--- config.mk ---
export PLATFORM = sky130hd
export DESIGN_NAME = head_pose_tracker_smoother
export DESIGN_NICKNAME = d
export VERILOG_FILES = /design/src/design/hpts_pkg.sv /design/src/design/hpts_div.sv /design/src/design/head_pose_tracker_smoother.sv
export SDC_FILE = /design/constraint.sdc
export NUM_CORES = 2
export LEC_CHECK = 0
export ABC_AREA = 1
export BUFFER_PORTS_ARGS = -buffer_cell sky130_fd_sc_hd__buf_2
export CORE_MARGIN = 3
export CORE_UTILIZATION = 45
export DETAILED_ROUTE_END_ITERATION = 8
export PLACE_DENSITY = 0.72
export SLEW_MARGIN = 20
export SYNTH_ARGS = -nofsm -noshare
export SYNTH_HDL_FRONTEND = slang
export SYNTH_SLANG_ARGS = --single-unit
--- constraint.sdc ---
create_clock -name clk -period 9.5 [get_ports clk]
set_input_delay 0.475 -clock clk [delete_from_list [all_inputs] [get_ports clk]]
set_output_delay 0.475 -clock clk [all_outputs]
set_load 0.01 [all_outputs]
--- src/design/hpts_pkg.sv ---
// Shared constants, types and helpers for the head pose tracker smoother.
`default_nettype none

package hpts_pkg;

  // Default coordinate width of the incoming face boxes.
  localparam int COORD_BITS_DEF = 12;

  // Fixed field widths.
  localparam int CMD_W      = 2;
  localparam int FRAME_W    = 13;
  localparam int GAIN_W     = 16;
  localparam int LIMIT_W    = 8;
  localparam int COUNT_W    = 8;
  localparam int POSE_W     = 16;
  localparam int CFG_IDX_W  = 3;
  localparam int CFG_DATA_W = 16;
  localparam int OUT_DATA_W = 64;
  localparam int OUT_USER_W = 1;

  // Divider geometry: the divisor is twice the frame size, and a quotient below 2^15 is
  // produced bit by bit; anything larger saturates.
  localparam int DEN_W     = FRAME_W + 1;
  localparam int QUOT_BITS = 15;
  localparam int SUM_W     = POSE_W + 3;

  // Command codes on the input side.
  localparam logic [CMD_W-1:0] CMD_BOX   = 2'd0;
  localparam logic [CMD_W-1:0] CMD_FRAME = 2'd1;
  localparam logic [CMD_W-1:0] CMD_TICK  = 2'd2;

  // Result kinds.
  localparam logic KIND_REPORT = 1'b0;
  localparam logic KIND_TICK   = 1'b1;

  // Register indexes.
  localparam logic [CFG_IDX_W-1:0] REG_FRAME_WIDTH  = 3'd0;
  localparam logic [CFG_IDX_W-1:0] REG_FRAME_HEIGHT = 3'd1;
  localparam logic [CFG_IDX_W-1:0] REG_PAN_GAIN     = 3'd2;
  localparam logic [CFG_IDX_W-1:0] REG_SMOOTH       = 3'd3;
  localparam logic [CFG_IDX_W-1:0] REG_STALE_LIMIT  = 3'd4;

  // Register reset values.
  localparam logic [FRAME_W-1:0] FRAME_WIDTH_RST  = 13'd640;
  localparam logic [FRAME_W-1:0] FRAME_HEIGHT_RST = 13'd480;
  localparam logic [GAIN_W-1:0]  PAN_GAIN_RST     = 16'd256;
  localparam logic [GAIN_W-1:0]  SMOOTH_RST       = 16'd13107;
  localparam logic [LIMIT_W-1:0] STALE_LIMIT_RST  = 8'd30;

  // Gain applied to the nearness channel so that it shares the x/y datapath:
  // 256 * 128 gives the 32768 scale of Q1.15.
  localparam logic [GAIN_W-1:0] Z_GAIN = 16'd256;

  // Result of the shared divider, handed back to the sequencer.
  typedef struct packed {
    logic              done;
    logic [POSE_W-1:0] quot;
  } div_res_t;

  // Saturate a widened signed value to the Q1.15 range.
  function automatic logic [POSE_W-1:0] sat_pose(input logic signed [SUM_W-1:0] v);
    logic [POSE_W-1:0] r;
    if (v > SUM_W'(signed'(32767))) begin
      r = 16'h7FFF;
    end else if (v < -SUM_W'(signed'(32768))) begin
      r = 16'h8000;
    end else begin
      r = v[POSE_W-1:0];
    end
    return r;
  endfunction

endpackage

`default_nettype wire

--- src/design/hpts_div.sv ---
// Iterative restoring divider with a saturating quotient, one quotient bit per cycle.
`default_nettype none

module hpts_div #(
  parameter int NUM_W = 42
) (
  input  wire logic                       clk,
  input  wire logic                       rst,
  input  wire logic                       start,
  input  wire logic [NUM_W-1:0]           num,
  input  wire logic [hpts_pkg::DEN_W-1:0] den,
  output hpts_pkg::div_res_t              res
);
  import hpts_pkg::*;

  localparam int CNT_W = $clog2(QUOT_BITS + 1);

  logic                 busy;
  logic                 done;
  logic                 ovf;
  logic [CNT_W-1:0]     cnt;
  logic [DEN_W-1:0]     rem;
  logic [QUOT_BITS-1:0] low;
  logic [QUOT_BITS-1:0] quot;
  logic [DEN_W:0]       rem_sh;
  logic [DEN_W:0]       rem_sub;
  logic                 qbit;

  always_comb begin
    rem_sh  = {rem, low[QUOT_BITS-1]};
    qbit    = (rem_sh >= {1'b0, den});
    rem_sub = rem_sh - {1'b0, den};
  end

  always_ff @(posedge clk) begin
    if (rst) begin
      busy <= 1'b0;
      done <= 1'b0;
    end else if (start) begin
      // A quotient of 2^15 or more saturates; otherwise the upper part already sits
      // below the divisor and only the low bits remain to be brought down.
      if (num[NUM_W-1:QUOT_BITS] >= (NUM_W - QUOT_BITS)'(den)) begin
        ovf  <= 1'b1;
        done <= 1'b1;
        busy <= 1'b0;
      end else begin
        ovf  <= 1'b0;
        done <= 1'b0;
        rem  <= num[QUOT_BITS+DEN_W-1:QUOT_BITS];
        low  <= num[QUOT_BITS-1:0];
        cnt  <= CNT_W'(QUOT_BITS);
        busy <= 1'b1;
      end
    end else if (busy) begin
      rem  <= qbit ? rem_sub[DEN_W-1:0] : rem_sh[DEN_W-1:0];
      quot <= {quot[QUOT_BITS-2:0], qbit};
      low  <= {low[QUOT_BITS-2:0], 1'b0};
      cnt  <= cnt - CNT_W'(1);
      busy <= (cnt != CNT_W'(1));
      done <= (cnt == CNT_W'(1));
    end else begin
      done <= 1'b0;
    end
  end

  assign res.done = done;
  assign res.quot = ovf ? {1'b1, {QUOT_BITS{1'b0}}} : {1'b0, quot};

endmodule

`default_nettype wire

--- src/design/head_pose_tracker_smoother.sv ---
// Top level of the head pose tracker smoother: sequencer, shared multiplier and state.
`default_nettype none

// The block sits between a face detector and a display loop. Words on the slave side
// carry a command in s_tuser: a face box, an end of detection frame, or a display tick.
// Box words only update the running largest-area box and the face count; they give no
// result. An end-of-frame word turns the kept box of a non-empty frame into clamped
// Q1.15 head offsets and returns a detection report; a tick word advances the stale
// counter and the three low-pass filters and returns the smoothed pose. Unused command
// three is dropped. Configuration is written through cfg_we, cfg_index and cfg_data;
// the user must write it only while the block is idle, as the block does not enforce
// it. Each write takes effect at the clock edge where cfg_we is high. One
// signed-by-unsigned multiplier is shared by the area, offset and filter steps, and
// one restoring divider (one quotient bit per cycle) serves the three offsets in turn.
// Box words pass the area and box steps, ticks a stale step and three multiply-add
// passes, frame ends three rounds of multiply, divider start and wait; a saturating
// offset skips the division; an empty frame goes to the final step. s_tready is high
// only while the sequencer is idle. Results wait in an output register: if the receiver
// stalls, the next word is still accepted and worked on, and the sequencer holds before
// its final step until the earlier result has been taken. Synchronous reset restores
// the register defaults, clears all tracking state and drops any pending result.

module head_pose_tracker_smoother #(
  parameter int COORD_BITS = hpts_pkg::COORD_BITS_DEF
) (
  input  wire logic                             clk,
  input  wire logic                             rst,
  // Input words.
  input  wire logic                             s_tvalid,
  output logic                                  s_tready,
  // s_tdata from bit 0: box_x, box_y, box_w, box_h (COORD_BITS each), zero fill.
  input  wire logic [((4*COORD_BITS+7)/8)*8-1:0] s_tdata,
  // s_tuser: cmd.
  input  wire logic [hpts_pkg::CMD_W-1:0]       s_tuser,
  // Result words.
  output logic                                  m_tvalid,
  input  wire logic                             m_tready,
  // m_tdata from bit 0: face_count (8), pose_x (16), pose_y (16), pose_z (16),
  // pose_valid (1), connected (1), zero fill.
  output logic [hpts_pkg::OUT_DATA_W-1:0]       m_tdata,
  // m_tuser: kind.
  output logic [hpts_pkg::OUT_USER_W-1:0]       m_tuser,
  // Configuration writes.
  input  wire logic                             cfg_we,
  input  wire logic [hpts_pkg::CFG_IDX_W-1:0]   cfg_index,
  input  wire logic [hpts_pkg::CFG_DATA_W-1:0]  cfg_data
);
  import hpts_pkg::*;

  localparam int CB      = COORD_BITS;
  // Multiplier operand wide enough for the frame offsets and the 17-bit filter error.
  localparam int MA_W    = (CB + 4 > 17) ? CB + 4 : 17;
  localparam int PW      = MA_W + GAIN_W;
  localparam int NUM_W   = PW + 9;
  localparam int AREA_W  = 2 * CB;
  localparam int TQ_W    = POSE_W + 1;

  localparam logic [3:0] S_IDLE   = 4'd0;
  localparam logic [3:0] S_AREA   = 4'd1;
  localparam logic [3:0] S_BOX    = 4'd2;
  localparam logic [3:0] S_FMUL   = 4'd3;
  localparam logic [3:0] S_FSTART = 4'd4;
  localparam logic [3:0] S_FWAIT  = 4'd5;
  localparam logic [3:0] S_STALE  = 4'd6;
  localparam logic [3:0] S_TMUL   = 4'd7;
  localparam logic [3:0] S_TADD   = 4'd8;
  localparam logic [3:0] S_DONE   = 4'd9;

  // Configuration registers.
  logic [FRAME_W-1:0] frame_width;
  logic [FRAME_W-1:0] frame_height;
  logic [GAIN_W-1:0]  pan_gain;
  logic [GAIN_W-1:0]  smooth_factor;
  logic [LIMIT_W-1:0] stale_limit;

  // Tracking state.
  logic [AREA_W-1:0]        best_area;
  logic [CB-1:0]            best_x, best_y, best_w, best_h;
  logic [COUNT_W-1:0]       frame_faces;
  logic signed [POSE_W-1:0] raw_pose [3];
  logic                     raw_valid;
  logic [LIMIT_W-1:0]       stale_count;
  logic signed [POSE_W-1:0] smooth_pose [3];

  // Sequencer and captured word.
  logic [3:0]         state;
  logic [1:0]         ch;
  logic [CB-1:0]      in_x, in_y, in_w, in_h;
  logic               res_kind;
  logic [COUNT_W-1:0] res_count;

  // Output register.
  logic               out_valid;
  logic               out_kind;
  logic [COUNT_W-1:0] out_count;
  logic [POSE_W-1:0]  out_x, out_y, out_z;
  logic               out_pvalid;
  logic               out_conn;

  // Shared datapath.
  logic signed [MA_W-1:0]  mul_a;
  logic [GAIN_W-1:0]       mul_b;
  logic signed [PW:0]      prod_full;
  logic signed [PW-1:0]    prod;
  logic [PW-1:0]           prod_mag;
  logic [FRAME_W-1:0]      w_eff, h_eff;
  logic [MA_W-1:0]         dx, dy, dz;
  logic [NUM_W-1:0]        div_num;
  logic [DEN_W-1:0]        div_den;
  logic                    div_start;
  div_res_t                div_res;
  logic signed [SUM_W-1:0] frame_val;
  logic [POSE_W-1:0]       frame_pose;
  logic signed [POSE_W-1:0] tgt, cur;
  logic [PW:0]             tick_sum;
  logic [TQ_W-1:0]         tick_q;
  logic signed [SUM_W-1:0] tick_val;
  logic [POSE_W-1:0]       tick_pose;
  logic                    conn;
  logic [AREA_W-1:0]       area;

  assign conn  = (stale_count < stale_limit);
  assign w_eff = (frame_width == '0) ? FRAME_W'(1) : frame_width;
  assign h_eff = (frame_height == '0) ? FRAME_W'(1) : frame_height;

  // Offsets from the kept box; all fit the operand width, so wrap-around arithmetic
  // leaves the correct two's complement value.
  assign dx = MA_W'(w_eff) - (MA_W'(best_x) << 1) - MA_W'(best_w);
  assign dy = MA_W'(h_eff) - (MA_W'(best_y) << 1) - MA_W'(best_h);
  assign dz = (MA_W'(best_w) << 2) + MA_W'(best_w) - MA_W'(w_eff);

  // Filter operands for the channel in hand: the target is zero once disconnected,
  // the raw pose while detection is fresh, and the filter itself while briefly lost.
  assign cur = smooth_pose[ch];
  assign tgt = !conn ? '0 : (raw_valid ? raw_pose[ch] : smooth_pose[ch]);

  always_comb begin
    mul_a = '0;
    mul_b = '0;
    unique case (state)
      S_AREA: begin
        mul_a = $signed(MA_W'(in_w));
        mul_b = GAIN_W'(in_h);
      end
      S_FMUL: begin
        case (ch)
          2'd0: begin
            mul_a = $signed(dx);
            mul_b = pan_gain;
          end
          2'd1: begin
            mul_a = $signed(dy);
            mul_b = pan_gain;
          end
          default: begin
            mul_a = $signed(dz);
            mul_b = Z_GAIN;
          end
        endcase
      end
      S_TMUL: begin
        mul_a = MA_W'(tgt) - MA_W'(cur);
        mul_b = smooth_factor;
      end
      default: begin
        mul_a = '0;
        mul_b = '0;
      end
    endcase
  end

  assign prod_full = mul_a * $signed({1'b0, mul_b});
  assign prod_mag  = prod[PW-1] ? PW'(-prod) : PW'(prod);
  assign area      = prod[AREA_W-1:0];

  // Rounded division: (2*|d*g*128| + W) / (2*W), so the numerator is |d*g| shifted by
  // eight and the divisor is twice the frame size.
  assign div_num   = {1'b0, prod_mag, 8'd0} + NUM_W'(ch == 2'd1 ? h_eff : w_eff);
  assign div_den   = (ch == 2'd1) ? {h_eff, 1'b0} : {w_eff, 1'b0};
  assign div_start = (state == S_FSTART);

  hpts_div #(
    .NUM_W (NUM_W)
  ) u_div (
    .clk   (clk),
    .rst   (rst),
    .start (div_start),
    .num   (div_num),
    .den   (div_den),
    .res   (div_res)
  );

  assign frame_val  = prod[PW-1] ? -SUM_W'(div_res.quot) : SUM_W'(div_res.quot);
  assign frame_pose = sat_pose(frame_val);

  // Filter step: error times factor, rounded at bit 16 with ties away from zero.
  assign tick_sum  = {1'b0, prod_mag} + ((PW + 1)'(1) << 15);
  assign tick_q    = tick_sum[16 +: TQ_W];
  assign tick_val  = SUM_W'(cur) + (prod[PW-1] ? -SUM_W'(tick_q) : SUM_W'(tick_q));
  assign tick_pose = sat_pose(tick_val);

  assign s_tready = (state == S_IDLE);

  always_ff @(posedge clk) begin
    if (rst) begin
      frame_width   <= FRAME_WIDTH_RST;
      frame_height  <= FRAME_HEIGHT_RST;
      pan_gain      <= PAN_GAIN_RST;
      smooth_factor <= SMOOTH_RST;
      stale_limit   <= STALE_LIMIT_RST;
      best_area     <= '0;
      best_x        <= '0;
      best_y        <= '0;
      best_w        <= '0;
      best_h        <= '0;
      frame_faces   <= '0;
      raw_pose      <= '{default: '0};
      raw_valid     <= 1'b0;
      stale_count   <= '0;
      smooth_pose   <= '{default: '0};
      state         <= S_IDLE;
      ch            <= '0;
      out_valid     <= 1'b0;
    end else begin
      if (cfg_we) begin
        unique case (cfg_index)
          REG_FRAME_WIDTH:  frame_width   <= cfg_data[FRAME_W-1:0];
          REG_FRAME_HEIGHT: frame_height  <= cfg_data[FRAME_W-1:0];
          REG_PAN_GAIN:     pan_gain      <= cfg_data;
          REG_SMOOTH:       smooth_factor <= cfg_data;
          REG_STALE_LIMIT:  stale_limit   <= cfg_data[LIMIT_W-1:0];
          default: ;
        endcase
      end

      // The final step reloads the output register itself when it hands over a word.
      if (out_valid && m_tready && (state != S_DONE)) begin
        out_valid <= 1'b0;
      end

      unique case (state)
        S_IDLE: begin
          if (s_tvalid) begin
            in_x <= s_tdata[0*CB +: CB];
            in_y <= s_tdata[1*CB +: CB];
            in_w <= s_tdata[2*CB +: CB];
            in_h <= s_tdata[3*CB +: CB];
            unique case (s_tuser)
              CMD_BOX: begin
                state <= S_AREA;
              end
              CMD_FRAME: begin
                res_kind  <= KIND_REPORT;
                res_count <= frame_faces;
                ch        <= '0;
                if (frame_faces == '0) begin
                  // Empty frame: the raw pose is kept but no longer valid.
                  raw_valid <= 1'b0;
                  best_area <= '0;
                  best_x    <= '0;
                  best_y    <= '0;
                  best_w    <= '0;
                  best_h    <= '0;
                  state     <= S_DONE;
                end else begin
                  state <= S_FMUL;
                end
              end
              CMD_TICK: begin
                state <= S_STALE;
              end
              default: begin
                state <= S_IDLE;
              end
            endcase
          end
        end
        S_AREA: begin
          prod  <= prod_full[PW-1:0];
          state <= S_BOX;
        end
        S_BOX: begin
          if (frame_faces != '1) begin
            frame_faces <= frame_faces + COUNT_W'(1);
          end
          // Strictly larger wins, so the first of equal boxes is kept.
          if (area > best_area) begin
            best_area <= area;
            best_x    <= in_x;
            best_y    <= in_y;
            best_w    <= in_w;
            best_h    <= in_h;
          end
          state <= S_IDLE;
        end
        S_FMUL: begin
          prod  <= prod_full[PW-1:0];
          state <= S_FSTART;
        end
        S_FSTART: begin
          state <= S_FWAIT;
        end
        S_FWAIT: begin
          if (div_res.done) begin
            raw_pose[ch] <= frame_pose;
            if (ch == 2'd2) begin
              raw_valid   <= 1'b1;
              best_area   <= '0;
              best_x      <= '0;
              best_y      <= '0;
              best_w      <= '0;
              best_h      <= '0;
              frame_faces <= '0;
              state       <= S_DONE;
            end else begin
              ch    <= ch + 2'd1;
              state <= S_FMUL;
            end
          end
        end
        S_STALE: begin
          if (raw_valid) begin
            stale_count <= '0;
          end else if (stale_count < stale_limit) begin
            stale_count <= stale_count + LIMIT_W'(1);
          end
          res_kind  <= KIND_TICK;
          res_count <= '0;
          ch        <= '0;
          state     <= S_TMUL;
        end
        S_TMUL: begin
          prod  <= prod_full[PW-1:0];
          state <= S_TADD;
        end
        S_TADD: begin
          smooth_pose[ch] <= tick_pose;
          if (ch == 2'd2) begin
            state <= S_DONE;
          end else begin
            ch    <= ch + 2'd1;
            state <= S_TMUL;
          end
        end
        S_DONE: begin
          if (!out_valid || m_tready) begin
            out_valid  <= 1'b1;
            out_kind   <= res_kind;
            out_count  <= res_count;
            out_pvalid <= raw_valid;
            out_conn   <= conn;
            if (res_kind == KIND_TICK) begin
              out_x <= smooth_pose[0];
              out_y <= smooth_pose[1];
              out_z <= smooth_pose[2];
            end else if (raw_valid) begin
              out_x <= raw_pose[0];
              out_y <= raw_pose[1];
              out_z <= raw_pose[2];
            end else begin
              out_x <= '0;
              out_y <= '0;
              out_z <= '0;
            end
            state <= S_IDLE;
          end
        end
        default: begin
          state <= S_IDLE;
        end
      endcase
    end
  end

  assign m_tvalid = out_valid;
  assign m_tuser  = out_kind;
  assign m_tdata  = {6'd0, out_conn, out_pvalid, out_z, out_y, out_x, out_count};

`ifndef SYNTHESIS
  // The divider only answers while the sequencer waits for it.
  a_div_done_waited: assert property (@(posedge clk) disable iff (rst)
    div_res.done |-> (state == S_FWAIT))
    else $error("divider result outside the wait step");

  // Every accepted box, frame or tick word takes the sequencer out of the idle step;
  // the spare command is dropped in the idle step.
  a_busy_after_accept: assert property (@(posedge clk) disable iff (rst)
    (s_tvalid && s_tready &&
     (s_tuser == CMD_BOX || s_tuser == CMD_FRAME || s_tuser == CMD_TICK)) |=> !s_tready)
    else $error("input accepted on two consecutive cycles");

  // A report without a valid pose carries zero offsets.
  a_empty_report_zero: assert property (@(posedge clk) disable iff (rst)
    (out_valid && (out_kind == KIND_REPORT) && !out_pvalid) |->
      (out_x == '0 && out_y == '0 && out_z == '0))
    else $error("invalid report with nonzero pose");

  // Tick results never carry a face count.
  a_tick_no_count: assert property (@(posedge clk) disable iff (rst)
    (out_valid && (out_kind == KIND_TICK)) |-> (out_count == '0))
    else $error("tick result with nonzero face count");
`endif

endmodule

`default_nettype wire

==> out/qor.yml <==
timing:
  worst_pin_slew_ns: 1.01
  tns_ns: 0
  slew_headroom_pct: 32.9
  final.setup_skew_ns: 0.0244
  period_share_pct: 95.8
  max_freq_ghz: 0.110
  rsz0062_at_grt: "true"
  setup_viol: 0
  hold_viol_final: 0
  final_period_minus_worst_setup_slack_ns: 9.10
  slew_violations: 0
synthesis:
  ys.flop_type: "dfxtp_1"
  yosys_warnings: 0
  yosysSeqAreaShare_pct: 28.8
  netlist_area_mm2: 0.0387
  syn_avg_cell_area_um2: 7.78
  synth_edf_count: 198
  async_flop_share_pct: 0
  syn_inst: 4975
  netlist-cell-type-count: 61
  synth_seq_cells: 458
setup_path:
  cp.arrival_ns: 9.45
  crit_required_ns: 9.85
  rrSetupSlack_ns: 0.40
  critical_path.endpoint_type: "flop"
  crit_top_cell: "inv_1"
  slowest_delay_ns: 0.56
  slowest_stage: "fa_1"
  cp-start-kind: "flop"
  rr_startpoint: "stale_count[5]"
  worstSetupPathType: "flop to flop"
  cp_max_fo: 6
  rr_worst_depth: 37
  reg2reg_to: "prod[29]"
detailed_routing:
  drtIter0Drc: 3141
  num_vias: 33600
  viasPerCell: 5.35
  drc: 0
  drt-pass1-iter-count: 7
  wl_per_cell_um: 18.4
  routed_wl_um: 115000
  drtAntennaViolNets: 0
floorplan:
  fp.dieW_um: 299
  rows: 106
  io_pins: 141
  die_area_mm2: 0.0896
  initial_core_util_pct: 45.8
  core_mm2: 0.0845
  die_y_um: 299
clock_tree:
  clock_latency_ns: 0.61
  cts_tree: "yes"
  holdBufCountCts: 0
  path_clk_slew_ns: 0.07
  numCtsBuffers: 52
  clockBufferDepth: 3
  cts.sinks: 458
  root_buffer: "clkbuf_16"
  h-tree-depth: 2
layout:
  postLayoutCoreUtil_pct: 51.0
  fin_nets: 5721
  register_area_mm2: 0.0112
  multi_input_area_mm2: 0.0234
  drive_gt1_share_pct: 10.3
  syn2layout_area_growth_pct: 11.4
  nFillCells: 8014
  diodes: 0
run_status:
  outcome: "finished, final reports clean"
worst_hold_path:
  holdPathStages: 1
  hp-class: "primary input to flop"
  worstHoldEndpoint: "in_y[10]"
  hp-start: "s_tdata[22]"
power_and_ir_drop:
  p_leak_uw: 0.0202
  ir_worst_vdd_v: 0.000260
  p_int_uw: 4790
  comb_power_share_pct: 49.3
  power_density_mw_per_mm2: 202
  pwr-share-clk_pct: 23.8
  switchingPower_uw: 3940
  switching_share_pct: 45.1
  seqPwrFrac_pct: 27.0
global_route:
  grt-ovfl-total: 0
  grt_max_degree: 96
  first_global_vias: 32300
  grt_usage_pct: 25.4
  antenna_found_initial: 0
  grt_pass1_wl_um: 181000
job:
  drv_cap: 0
place:
  finalWeightedCongestion: 0.969
  port-buffer-count: 134
  dp_hpwl_um: 90500
## cell type report
class / instances / area share [%]
multi-input combinational: 3329 / 54.2
sequential: 458 / 25.9
inverter: 1005 / 8.76
timing repair buffer: 252 / 3.74
clock buffer: 67 / 3.46
tap: 1134 / 3.29
clock inverter: 31 / 0.676
## metal layers
layer	GRT usage, %	vias to the layer above	share of wire (%)	wire [um]
met5	0	-	0	0
met4	7.36	0	3.0	3410
met3	3.43	190	8.4	9670
met2	41.5	1294	46	52900
met1	35.2	16000	43	49400
li1	-	16100	-	-
## worst max path at each step
stage	cells after the start	end	start	slack (ns)
3_5_place_dp	45	prod[32]	frame_width[1]	-0.32
5_1_grt	49	prod[29]	stale_limit[1]	-0.07
3_3_place_gp	45	prod[32]	frame_width[1]	-0.20
6_report	37	prod[29]	stale_count[5]	0.40
2_1_floorplan	47	prod[32]	frame_width[1]	0.47
4_1_cts	45	prod[30]	best_y[2]	0.02
## cell usage after synthesis (10+ instances only)
cell      number  area, um2
a21oi_1      365       1830
nand3_1      201       1010
xor2_1        89        780
a22oi_1       72        541
nand2_2       37        231
nand2_1      789       2960
o31ai_1       14        105
nand2_4       18        203
nor2_1       461       1730
clkbuf_1     160        601
inv_1        990       3720
xnor2_1       68        596
nand4_1       28        175
ha_1         262       3280
edfxtp_1     198       5950
nor3_1        35        175
buf_1         10       37.5
a211oi_1      11       82.6
nor2_4        10        113
fa_1         287       5750
a31oi_1       22        138
o21bai_1      15        113
o21ai_0      379       1900
o211ai_1      44        330
dfxtp_1      260       5200
## sequential cells by signal, indices dropped and copies added (netlist names), 12 cells and up
register       flops
frame_width       13
raw_pose          48
u_div.rem         14
u_div.low         15
smooth_pose       48
best_x            12
in_h              12
frame_height      13
best_w            12
in_y              12
in_w              12
best_y            12
out_y             16
pan_gain          16
smooth_factor     16
in_x              12
prod              33
u_div.quot        15
out_x             16
best_h            12
out_z             16
best_area         24
## worst max-delay path, delay by kind of cell, from the launching register on
kind / cells / cell delay, ns
AO/OA/AOI/OAI: 13 / 2.59
XOR/XNOR: 1 / 0.08
adder cells (fa/ha/maj): 10 / 4.33
buffers and inverters: 8 / 0.76
flip-flops: 1 / 0.41
AND/OR/NAND/NOR: 5 / 0.69
## per-stage QoR
stage / total power, uW / cell area [um2] / worst slack, ns / hold slack [ns] / cells
5_1_grt: 9260 / 43100 / -0.0722 / 0.0250 / 6276
3_5_place_dp: 6470 / 40900 / -0.316 / 0.405 / 6165
2_1_floorplan: 5280 / 38700 / 0.474 / 0.400 / 4980
4_1_cts: 8570 / 42700 / 0.0218 / 0.0130 / 6264
3_3_place_gp: 6440 / 40900 / -0.201 / 0.403 / 6165
6_report: 8720 / 43100 / 0.400 / 0.0320 / 6276
## timing repair
item	in CTS	in global routing
setup endpoints to repair	4	15
buffers inserted	1	11
hold endpoints to repair	0	0
gates cloned	0	0
resized for setup	9	87
pin swaps	1	16
## placed cells by master, fill, tap and decap left out, drive strengths merged, types with 72 or more instances in the layout
cell type,instances
dfxtp,260
buf,252
a21oi,365
fa,287
nand2,845
edfxtp,198
nor2,481
inv,1000
xor2,89
a22oi,72
o21ai,389
nand3,211
ha,262
## power by group through the flow
| stage | sequential [uW] | clock [uW] | combinational, uW |
|---|---|---|---|
| detailed placement | 2390 | 0 | 4080 |
| CTS | 2350 | 2100 | 4120 |
| global route | 2370 | 2180 | 4720 |
| global placement | 2390 | 0 | 4050 |
| floorplan | 2350 | 0 | 2930 |
| finish | 2350 | 2070 | 4300 |
## cells by family (layout without fill, tap and decap cells)
kind of cell	after synthesis	after routing	synth area share, %
flip-flops	458	458	28.8
XOR/XNOR	157	157	3.55
buffers and inverters	1193	1355	11.8
AND/OR/NAND/NOR	1638	1638	18.3
multiplexers	3	3	0.0776
AO/OA/AOI/OAI	976	976	14.1
adder cells (fa/ha/maj)	549	549	23.3
other	1	6	0.00969
Note: power is estimated with default switching activity, not from simulation.
